==> src/hw/rtl/sedm_pkg.sv <==
// shared constants and controller/datapath interface types for the sobel core
// no dependencies
`timescale 1ns / 1ps

package sedm_pkg;

    localparam int MAX_WIDTH = 2048;
    localparam int COL_W     = $clog2(MAX_WIDTH);
    localparam int FW_W      = 12;
    localparam int FH_W      = 13;
    localparam int OROW_W    = 12;
    localparam int CALC_W    = ((COL_W > FW_W) ? COL_W : FW_W) + 1;
    localparam int PIX_W     = 8;
    localparam int SIDE_W    = PIX_W + 2;
    localparam int SQ_W      = 2 * SIDE_W;
    localparam int SUM_W     = SQ_W + 2;
    localparam int CFG_W     = 13;
    localparam int CFG_IDX_W = 1;

    localparam logic [CFG_IDX_W-1:0] REG_FRAME_WIDTH  = 1'd0;
    localparam logic [CFG_IDX_W-1:0] REG_FRAME_HEIGHT = 1'd1;

    localparam logic [FW_W-1:0] WIDTH_RESET  = 12'd640;
    localparam logic [FH_W-1:0] HEIGHT_RESET = 13'd480;

    typedef struct packed {
        logic accept;
        logic shift;
        logic grad;
        logic square;
        logic sum;
        logic root_init;
        logic root_step;
        logic load_out;
    } sedm_cmd_t;

    typedef struct packed {
        logic drop;
        logic emit;
        logic border;
        logic root_last;
        logic out_busy;
    } sedm_status_t;

endpackage

==> src/hw/rtl/sedm_ctrl.sv <==
// sobel controller: sequences one transaction through the datapath
// depends on sedm_pkg
`timescale 1ns / 1ps

module sedm_ctrl (
    input  logic                   clk,
    input  logic                   rst_n,
    input  logic                   in_valid,
    output logic                   in_ready,
    input  sedm_pkg::sedm_status_t status,
    output sedm_pkg::sedm_cmd_t    cmd
);

    localparam logic [2:0] S_IDLE   = 3'd0;
    localparam logic [2:0] S_SHIFT  = 3'd1;
    localparam logic [2:0] S_GRAD   = 3'd2;
    localparam logic [2:0] S_SQUARE = 3'd3;
    localparam logic [2:0] S_SUM    = 3'd4;
    localparam logic [2:0] S_ROOT   = 3'd5;
    localparam logic [2:0] S_EMIT   = 3'd6;

    logic [2:0] state_reg;
    logic [2:0] state_next;
    logic       accept;

    assign in_ready = (state_reg == S_IDLE);
    assign accept   = in_valid && in_ready;

    always_comb
    begin
        state_next = state_reg;
        case (state_reg)
            S_IDLE:
            begin
                // a flush inside the frame is swallowed here
                if (accept && !status.drop)
                begin
                    state_next = S_SHIFT;
                end
            end
            S_SHIFT:
            begin
                if (!status.emit)
                begin
                    state_next = S_IDLE;
                end
                else if (status.border)
                begin
                    state_next = S_EMIT;
                end
                else
                begin
                    state_next = S_GRAD;
                end
            end
            S_GRAD:   state_next = S_SQUARE;
            S_SQUARE: state_next = S_SUM;
            S_SUM:    state_next = S_ROOT;
            S_ROOT:
            begin
                if (status.root_last)
                begin
                    state_next = S_EMIT;
                end
            end
            S_EMIT:
            begin
                if (!status.out_busy)
                begin
                    state_next = S_IDLE;
                end
            end
            default:  state_next = S_IDLE;
        endcase
    end

    always_ff @(posedge clk or negedge rst_n)
    begin
        if (!rst_n)
        begin
            state_reg <= S_IDLE;
        end
        else
        begin
            state_reg <= state_next;
        end
    end

    assign cmd.accept    = accept;
    assign cmd.shift     = (state_reg == S_SHIFT);
    assign cmd.grad      = (state_reg == S_GRAD);
    assign cmd.square    = (state_reg == S_SQUARE);
    assign cmd.sum       = (state_reg == S_SUM);
    assign cmd.root_init = (state_reg == S_SUM);
    assign cmd.root_step = (state_reg == S_ROOT);
    assign cmd.load_out  = (state_reg == S_EMIT) && !status.out_busy;

endmodule

==> config.mk <==
export PLATFORM = sky130hd
export DESIGN_NAME = sedm_ctrl
export DESIGN_NICKNAME = d
export VERILOG_FILES = /design/src/hw/rtl/sedm_pkg.sv /design/src/hw/rtl/sedm_ctrl.sv
export SDC_FILE = /design/constraint.sdc
export NUM_CORES = 1
export LEC_CHECK = 0
export CAP_MARGIN = 10
export CORE_AREA = 5 5 42 44
export CTS_CLUSTER_SIZE = 30
export DETAILED_ROUTE_END_ITERATION = 6
export DIE_AREA = 0 0 47 49
export DONT_BUFFER_PORTS = 1
export SETUP_SLACK_MARGIN = 0.3
export SLEW_MARGIN = 0
export SYNTH_ARGS = -nofsm -noshare
export SYNTH_HDL_FRONTEND = slang
export SYNTH_SLANG_ARGS = --single-unit
==> constraint.sdc <==
create_clock -name clk -period 2.1 [get_ports clk]
set_clock_uncertainty 0.1 [all_clocks]
set_input_delay 0.21 -clock clk [delete_from_list [all_inputs] [get_ports clk]]
set_output_delay 0.21 -clock clk [all_outputs]
set_load 0.02 [all_outputs]
==> flow_metrics.tcl, run 1 <==
set metrics [dict create \
    outcome "finished, final reports clean" \
    max-cap-violations 0 \
    wl_per_cell_um 12.7 \
    synth_top_area_share_pct 27.0 \
    ir_drop_uv 377 \
    viasPerCell 4.53 \
    dpl.hpwl_um 507 \
    worstSetupEndpointType "output port" \
    die-area_sq_um 2300 \
    yosysWarnings 0 \
    cts_setup_buffers 0 \
    tightestPinTransition_ns 0.439 \
    leakagePower_nw 0.126 \
    p_per_area_nw_per_um2 1750 \
    gp_congestion 0.691 \
    r2r-start "state_reg[2]$_DFFE_PN0P_" \
    hold_viol 0 \
    cts_buffers 3 \
    row_count 14 \
    stdcell_area_sq_um 318 \
    wl_um 624 \
    min_path_type "input pin to register" \
    timing.final.crit_share_pct 79.4 \
    final-max-slew-violation-count 0 \
    clkSinkCount 3 \
    avgSynthCellArea_sq_um 9.26 \
    grt_usage_pct 7.04 \
    drc 0 \
    vias 222 \
    crit_start "state_reg[0]$_DFFE_PN0P_" \
    cp_max_fo 9 \
    synth-seq-area-share_pct 27.0 \
    ys.flop_type "dfrtp_1" \
    whs_path_depth 2 \
    critPathKind "register to output port" \
    syn-instance-count 30 \
    port_buffers 0 \
    syn_area_sq_um 278 \
    tns_ns 0 \
    slowest_stage "dfrtp_1" \
    finalSetupViolCount 0 \
    synth_common_cells "nand2b_1 (5), dfrtp_1 (3), nor2_1 (3)" \
    synth_edf_count 0 \
    combPwrFrac_pct 50.7 \
    sequentialPowerShare_pct 31.3 \
    worstSkewPairLatency_ns 0.23 \
    die_y_um 49 \
    cts_max_path_buffers 2 \
    synthTopCellsByArea "dfrtp_1 (27%), nand2b_1 (11%), buf_6 (8.1%)" \
    cts.root.buffer_cell "clkbuf_4" \
    rsz0062_at_grt "false" \
    grt_max_degree 12 \
    async_reset_ff_share_pct 100 \
    synth-simple-area-share_pct 39.6 \
    ant_nets 0 \
    max_stage_delay_ns 0.49 \
    grt_pass1_vias 242 \
    fmax_mhz 600 \
    grt_overflow_total 0 \
    dpl_cell_area_sq_um 275 \
    path_buf_inv 0 \
    slew_headroom_pct 70.7 \
    switching_share_pct 51.0 \
    clkTransAtPathRegs_ns 0.03 \
    p_clk_share_pct 17.9 \
    post-route-min-period_ns 1.67 \
    synth_fa_ha_area_share_pct 0 \
    io-pin-count 17 \
    synth.largest_area_cell "dfrtp_1" \
    r2r_slack_ns 0.88 \
    design.core.area_sq_um 1400 \
    synth-seq-cells 3 \
    die_x_um 47 \
    cts_tree "yes" \
    p_int_w 0.000272 \
    grt_pass1_wl_um 1040 \
    yosysUniqueCellTypes 19 \
    arrival_ns 1.36 \
    cp.required_ns 1.79 \
    largest_reg_flops 3 \
    initial_utilization_pct 19.8 \
    diodes 0 \
    nNetsFinal 42 \
    synth_xor_area_share_pct 0 \
    drt_iter0_drc 8 \
    drive_gt1_share_pct 39.4 \
    yosysMostFrequentCell "nand2b_1" \
    antenna_found_initial 0 \
    crit_end "cmd[7]" \
    power_switching_w 0.000283 \
    reg2regPathDepth 2 \
    synth_top_family_by_area "simple AND/OR/NAND/NOR gates" \
    syn_nets 38 \
    worst-path-stages 2 \
    path_delay_family "simple AND/OR/NAND/NOR gates" \
    area_growth_pct 14.4 \
    worstPathCellList "nor3_4, and2_1" \
    h-tree-depth 1 \
    synth_mux_area_share_pct 3.60 \
    startpoint_type "register" \
    r2r-end "state_reg[0]$_DFFE_PN0P_" \
    first_pass_iters 2 \
    synth_compound_area_share_pct 14.9 \
]
-- through the flow --
step | worst slack [ns] | hold WS [ns] | util, % | cells | power, W
detailed placement | 0.566 | -0.185 | 19.6 | 44 | 0.000444
floorplan | 0.490 | -0.186 | - | 30 | 0.000450
global placement | 0.569 | -0.185 | 19.6 | 44 | 0.000437
CTS | 0.316 | 0.0483 | 22.2 | 49 | 0.000549
global route | 0.334 | 0.0446 | 22.7 | 49 | 0.000606
finish | 0.433 | 0.0497 | 22.7 | 49 | 0.000555
-- repair_timing --
item | in CTS | in global routing
hold buffers | 1 | 0
setup endpoints to repair | 0 | 1
hold endpoints to repair | 3 | 0
resized for setup | 0 | 1
-- cell families (layout without fill, tap and decap cells) --
group / Yosys count / count (layout)
multiplexers: 1 / 1
flip-flops: 3 / 3
AO/OA/AOI/OAI: 4 / 4
buffers and inverters: 5 / 8
AND/OR/NAND/NOR: 17 / 17
-- layer usage --
| metal | vias to the layer above | global-route usage [%] | routed length, um |
|---|---|---|---|
| met3 | 2 | 4.06 | 77 |
| met1 | 101 | 6.15 | 246 |
| met2 | 10 | 8.37 | 275 |
| li1 | 109 | - | - |
| met5 | - | 0 | 0 |
| met4 | 0 | 11.1 | 25 |
-- layout make-up --
cell class,instances,area [sq um]
Tap cell,16,20.0
Clock buffer,4,26.3
Sequential cell,3,75.1
Timing Repair Buffer,3,25.0
Inverter,1,3.75
Multi-Input combinational cell,22,168
Fill cell,167,1080
-- worst min-delay path by stage --
stage	startpoint	to	slack [ns]
floorplan	rst_n	state_reg[0]$_DFFE_PN0P_	-0.19
global placement	rst_n	state_reg[0]$_DFFE_PN0P_	-0.19
detailed placement	rst_n	state_reg[0]$_DFFE_PN0P_	-0.19
CTS	in_valid	state_reg[0]$_DFFE_PN0P_	0.05
global route	status[0]	state_reg[2]$_DFFE_PN0P_	0.04
finish	in_valid	state_reg[0]$_DFFE_PN0P_	0.05
-- cells in the final DEF (no fill, tap or decap), types with 2 or more instances in the layout --
cell type,count
nand2b_1,5
nor2_1,3
clkbuf_4,3
dfrtp_1,3
nor3_1,2
buf_4,2
-- power groups by stage --
stage / Sequential [W] / Clock, W / Combinational [W]
final: 0.000174 / 0.0000996 / 0.000281
after floorplan: 0.000110 / 0 / 0.000340
after global routing: 0.000188 / 0.000113 / 0.000305
after global placement: 0.000164 / 0 / 0.000273
after detailed placement: 0.000166 / 0 / 0.000278
after CTS: 0.000166 / 0.000103 / 0.000280
(Power assumes the default switching activity.)
==> inputs of run 2 (changes only) <==
Clock period 2.1 ns to 1.7 ns, I/O delays scaled along.
==> run 2 against run 1 <==
Wire length increased by 19%. Sequential power grew 19%. Combinational power grew 110%. Hold slack worse by 0.039 ns. Critical endpoint is now cmd[0]. Via count up 11%. Die area did not move. Critical path type unchanged. Clock power grew 29%. Sequential cell count stayed put. Utilization up 8.2 points. Critical path depth rose by 1.
==> flow_metrics.tcl, run 2 (synthesized netlist as in run 1, its figures left out) <==
set metrics [dict create \
    cts_tree "yes" \
    rsz0062_at_grt "true" \
    startpoint_type "register" \
    p_int_w 0.000491 \
    reg2regPathDepth 3 \
    drc 0 \
    die-area_sq_um 2300 \
    grt_overflow_total 0 \
    design.core.area_sq_um 1400 \
    critPathKind "register to output port" \
    worstSetupEndpointType "output port" \
    ant_nets 0 \
    wl_um 742 \
    drt_iter0_drc 3 \
    min_path_type "input pin to register" \
    grt_max_degree 9 \
    wl_per_cell_um 13.0 \
    cts_max_path_buffers 2 \
    timing.final.crit_share_pct 80.6 \
    pre_cts_ws_ns 0.353 \
    drive_gt1_share_pct 73.2 \
    power_switching_w 0.000437 \
    initial_utilization_pct 19.8 \
    final-max-slew-violation-count 0 \
    ir_drop_uv 450 \
    fillers 155 \
    final_cells 57 \
    die_y_um 49 \
    tns_ns 0 \
    dp_cells 45 \
    leakagePower_nw 0.176 \
    io-pin-count 17 \
    whs_path_depth 2 \
    grt_usage_pct 7.19 \
    finalSetupViolCount 0 \
    grt_pass1_vias 245 \
    clkSinkCount 3 \
    post-route-util_pct 30.9 \
    slew_headroom_pct 74.6 \
    viasPerCell 4.32 \
    final_cell_mix "buf_4 (8), nand2b_1 (3), clkbuf_4 (3), dfrtp_2 (3)" \
    combPwrFrac_pct 64.0 \
    largest_reg_flops 3 \
    row_count 14 \
    cp_max_fo 6 \
    die_x_um 47 \
    sequentialPowerShare_pct 22.3 \
    vias 246 \
    first_pass_iters 4 \
    cts_buffers 3 \
    cp.required_ns 1.43 \
    arrival_ns 1.10 \
    final_common_cell "buf_4" \
    fin_ws_ns 0.330 \
    r2r_slack_ns 0.50 \
    grt_pass1_wl_um 1080 \
    fmax_mhz 730 \
    whs_ns 0.0105 \
    gp_congestion 0.732 \
    dpl.hpwl_um 480 \
    diodes 0 \
    post-route-min-period_ns 1.37 \
    cts.root.buffer_cell "clkbuf_4" \
    p_per_area_nw_per_um2 2140 \
    hold_viol 0 \
    max-cap-violations 0 \
    switching_share_pct 47.1 \
    worstSkewPairLatency_ns 0.23 \
    antenna_found_initial 0 \
    h-tree-depth 1 \
    outcome "finished, final reports clean" \
    p_clk_share_pct 13.7 \
    port_buffers 0 \
    clkTransAtPathRegs_ns 0.04 \
    nNetsFinal 50 \
    tightestPinTransition_ns 0.380 \
    area_growth_pct 55.9 \
]
## run 2: path summary, 6_finish.rpt
check,from,to
setup / recovery,state_reg[0]$_DFFE_PN0P_,cmd[0]
hold / removal,status[0],state_reg[2]$_DFFE_PN0P_
setup reg to reg,state_reg[2]$_DFFE_PN0P_,state_reg[0]$_DFFE_PN0P_
hold reg to reg,state_reg[0]$_DFFE_PN0P_,state_reg[0]$_DFFE_PN0P_
max in group asynchronous,rst_n,state_reg[2]$_DFFE_PN0P_
min in group asynchronous,rst_n,state_reg[1]$_DFFE_PN0P_
## run 2: critical path, stage by stage, from the launching register on
cell,delay (ns)
dfrtp_2,0.45
nand2b_4,0.16
nor3_2,0.09
buf_4,0.16
## run 2: cell type report
class | count | area, sq um | area share [%]
Clock buffer | 4 | 26.3 | 6.07
Tap cell | 16 | 20.0 | 4.62
Sequential cell | 3 | 78.8 | 18.2
Timing Repair Buffer | 11 | 91.3 | 21.1
Multi-Input combinational cell | 22 | 210 | 48.6
Inverter | 1 | 6.26 | 1.45
## run 2: per-layer routing
metal	up-vias	routed length, um	GRT usage, %
met4	0	0	6.91
met2	6	431	10.6
met5	-	0	0
li1	122	-	-
met3	0	80	6.27
met1	118	231	5.07
## run 2: metrics by stage
step / cell area, sq um / total power [W]
6_report: 433 / 0.000928
5_1_grt: 433 / 0.000992
4_1_cts: 400 / 0.000884
3_5_place_dp: 294 / 0.000594
3_3_place_gp: 294 / 0.000588
2_1_floorplan: 289 / 0.000583
## run 2: power by group through the flow
stage / clock network, W / logic [W] / registers, W
floorplan: 0 / 0.000442 / 0.000141
global placement: 0 / 0.000373 / 0.000215
detailed placement: 0 / 0.000375 / 0.000219
CTS: 0.000131 / 0.000548 / 0.000204
global route: 0.000142 / 0.000635 / 0.000215
finish: 0.000128 / 0.000594 / 0.000207
## run 2: timing repair
action / CTS / global route
endpoints found under the hold margin: 3 / 1
setup buffers: 4 / 2
hold buffers: 1 / 1
pin swaps: 1 / 2
gates resized for setup: 12 / 3
setup endpoints to repair: 9 / 6
==> inputs of run 3 (changes only) <==
Clock period 1.7 ns to 1.17 ns, I/O delays scaled along.
==> run 3 against run 2 <==
The run now ends with negative hold slack, negative setup slack left. Sequential power rose by 21%. Clock-buffer cell count did not move. Critical path depth shrank 1. Hold slack lost 0.071 ns. Setup slack worse by 0.51 ns. Critical path type unchanged.
==> flow_metrics.tcl, run 3 (synthesized netlist as in run 1, its figures left out) <==
set metrics [dict create \
    first_pass_iters 3 \
    drt_iter0_drc 1 \
    cts_max_path_buffers 2 \
    final_cell_mix "buf_4 (9), nand2b_1 (4), nor3_4 (3), clkbuf_4 (3)" \
    viasPerCell 4.53 \
    dpl_cell_area_sq_um 383 \
    wl_um 681 \
    diodes 0 \
    h-tree-depth 1 \
    clkSinkCount 3 \
    multi_input_area_sq_um 215 \
    grt_overflow_total 0 \
    stdcell_area_sq_um 457 \
    post-route-min-period_ns 1.35 \
    cts.root.buffer_cell "clkbuf_4" \
    max-cap-violations 0 \
    cts_hold_buf 1 \
    critPathKind "register to output port" \
    rsz0062_at_grt "true" \
    design.core.area_sq_um 1400 \
    wl_met2_um 341 \
    wl_per_cell_um 11.7 \
    grt_pass1_wl_um 1150 \
    outcome "finished with violations" \
    ir_drop_uv 956 \
    dp_cells 50 \
    p_per_area_nw_per_um2 3250 \
    grt_usage_pct 7.29 \
    violations "negative hold slack, negative setup slack" \
    ant_nets 0 \
    die_x_um 47 \
    initial_utilization_pct 19.8 \
    die-area_sq_um 2300 \
    row_count 14 \
    worstSetupEndpointType "output port" \
    min_path_type "input pin to register" \
    fillers 150 \
    nNetsFinal 51 \
    timing.final.crit_share_pct 115 \
    cp.required_ns 0.95 \
    drc 0 \
    slew_headroom_pct 82.3 \
    hold_viol 2 \
    area_growth_pct 64.4 \
    arrival_ns 1.13 \
    clkTransAtPathRegs_ns 0.04 \
    tightestPinTransition_ns 0.264 \
    io-pin-count 17 \
    cts_buffers 3 \
    worstSkewPairLatency_ns 0.24 \
    leakagePower_nw 0.186 \
    area.sequential_sq_um 77.6 \
    port_buffers 0 \
    dr_wl_met3_um 81 \
    fin_ws_ns -0.176 \
    cts_tree "yes" \
    wirelength_met1_um 241 \
    tns_ns -1.32 \
    largest_reg_flops 3 \
    final_common_cell "buf_4" \
    final-max-slew-violation-count 0 \
    grt_max_degree 10 \
    drive_gt1_share_pct 71.4 \
    final_cells 58 \
    startpoint_type "register" \
    highest_layer "met4" \
    pre_cts_ws_ns -0.00352 \
    die_y_um 49 \
    grt_pass1_vias 273 \
    antenna_found_initial 0 \
    vias 263 \
    dpl.hpwl_um 521 \
    finalSetupViolCount 9 \
    fmax_mhz 743 \
    gp_congestion 0.825 \
    whs_ns -0.0605 \
    cp_max_fo 5 \
]
[run 3: power by group]
| part | internal (W) | switching (W) |
|---|---|---|
| Clock | 0.000128 | 0.0000623 |
| Combinational | 0.000516 | 0.000527 |
| Sequential | 0.000161 | 0.0000887 |
[run 3: area by class of cell]
cell class | instances | share of cell area [%]
Tap cell | 16 | 4.38
Inverter | 1 | 1.92
Multi-Input combinational cell | 22 | 47.1
Timing Repair Buffer | 12 | 23.8
Sequential cell | 3 | 17.0
Clock buffer | 4 | 5.75
[run 3: metrics by stage]
stage / utilization (%) / power (W) / hold slack (ns)
finish: 32.6 / 0.00148 / -0.0605
global route: 32.6 / 0.00159 / -0.0471
CTS: 32.6 / 0.00150 / -0.0637
detailed placement: 27.3 / 0.00117 / -0.278
global placement: 27.3 / 0.00117 / -0.278
floorplan: - / 0.000967 / -0.279
[run 3: worst paths after layout]
kind	start	end	slack, ns	cells past startpoint
worst min-delay path	in_valid	state_reg[0]$_DFFE_PN0P_	-0.06	2
worst max register to register	state_reg[1]$_DFFE_PN0P_	state_reg[2]$_DFFE_PN0P_	0.01	3
worst min register to register	state_reg[0]$_DFFE_PN0P_	state_reg[0]$_DFFE_PN0P_	0.53	2
worst max-delay path	state_reg[0]$_DFFE_PN0P_	cmd[0]	-0.18	2
min in group asynchronous	rst_n	state_reg[0]$_DFFE_PN0P_	0.03	1
max in group asynchronous	rst_n	state_reg[1]$_DFFE_PN0P_	0.78	1
[run 3: worst max-delay path, stage by stage, from the launching register on]
cell      delay (ns)
dfrtp_2         0.44
nand2b_1        0.20
nor3_4          0.24
[run 3: timing repair]
action                     4_1_cts  5_1_grt
setup buffers                    3        0
gates cloned                     0        0
hold endpoints to repair         5        2
setup endpoints to repair       12       12
pin swaps                        2        0
gates resized for setup          6        0
[run 3: routing by layer]
metal	up-vias	track usage, %
met5	-	0
met4	0	6.91
met3	2	3.69
met2	12	9.50
met1	123	8.04
li1	126	-
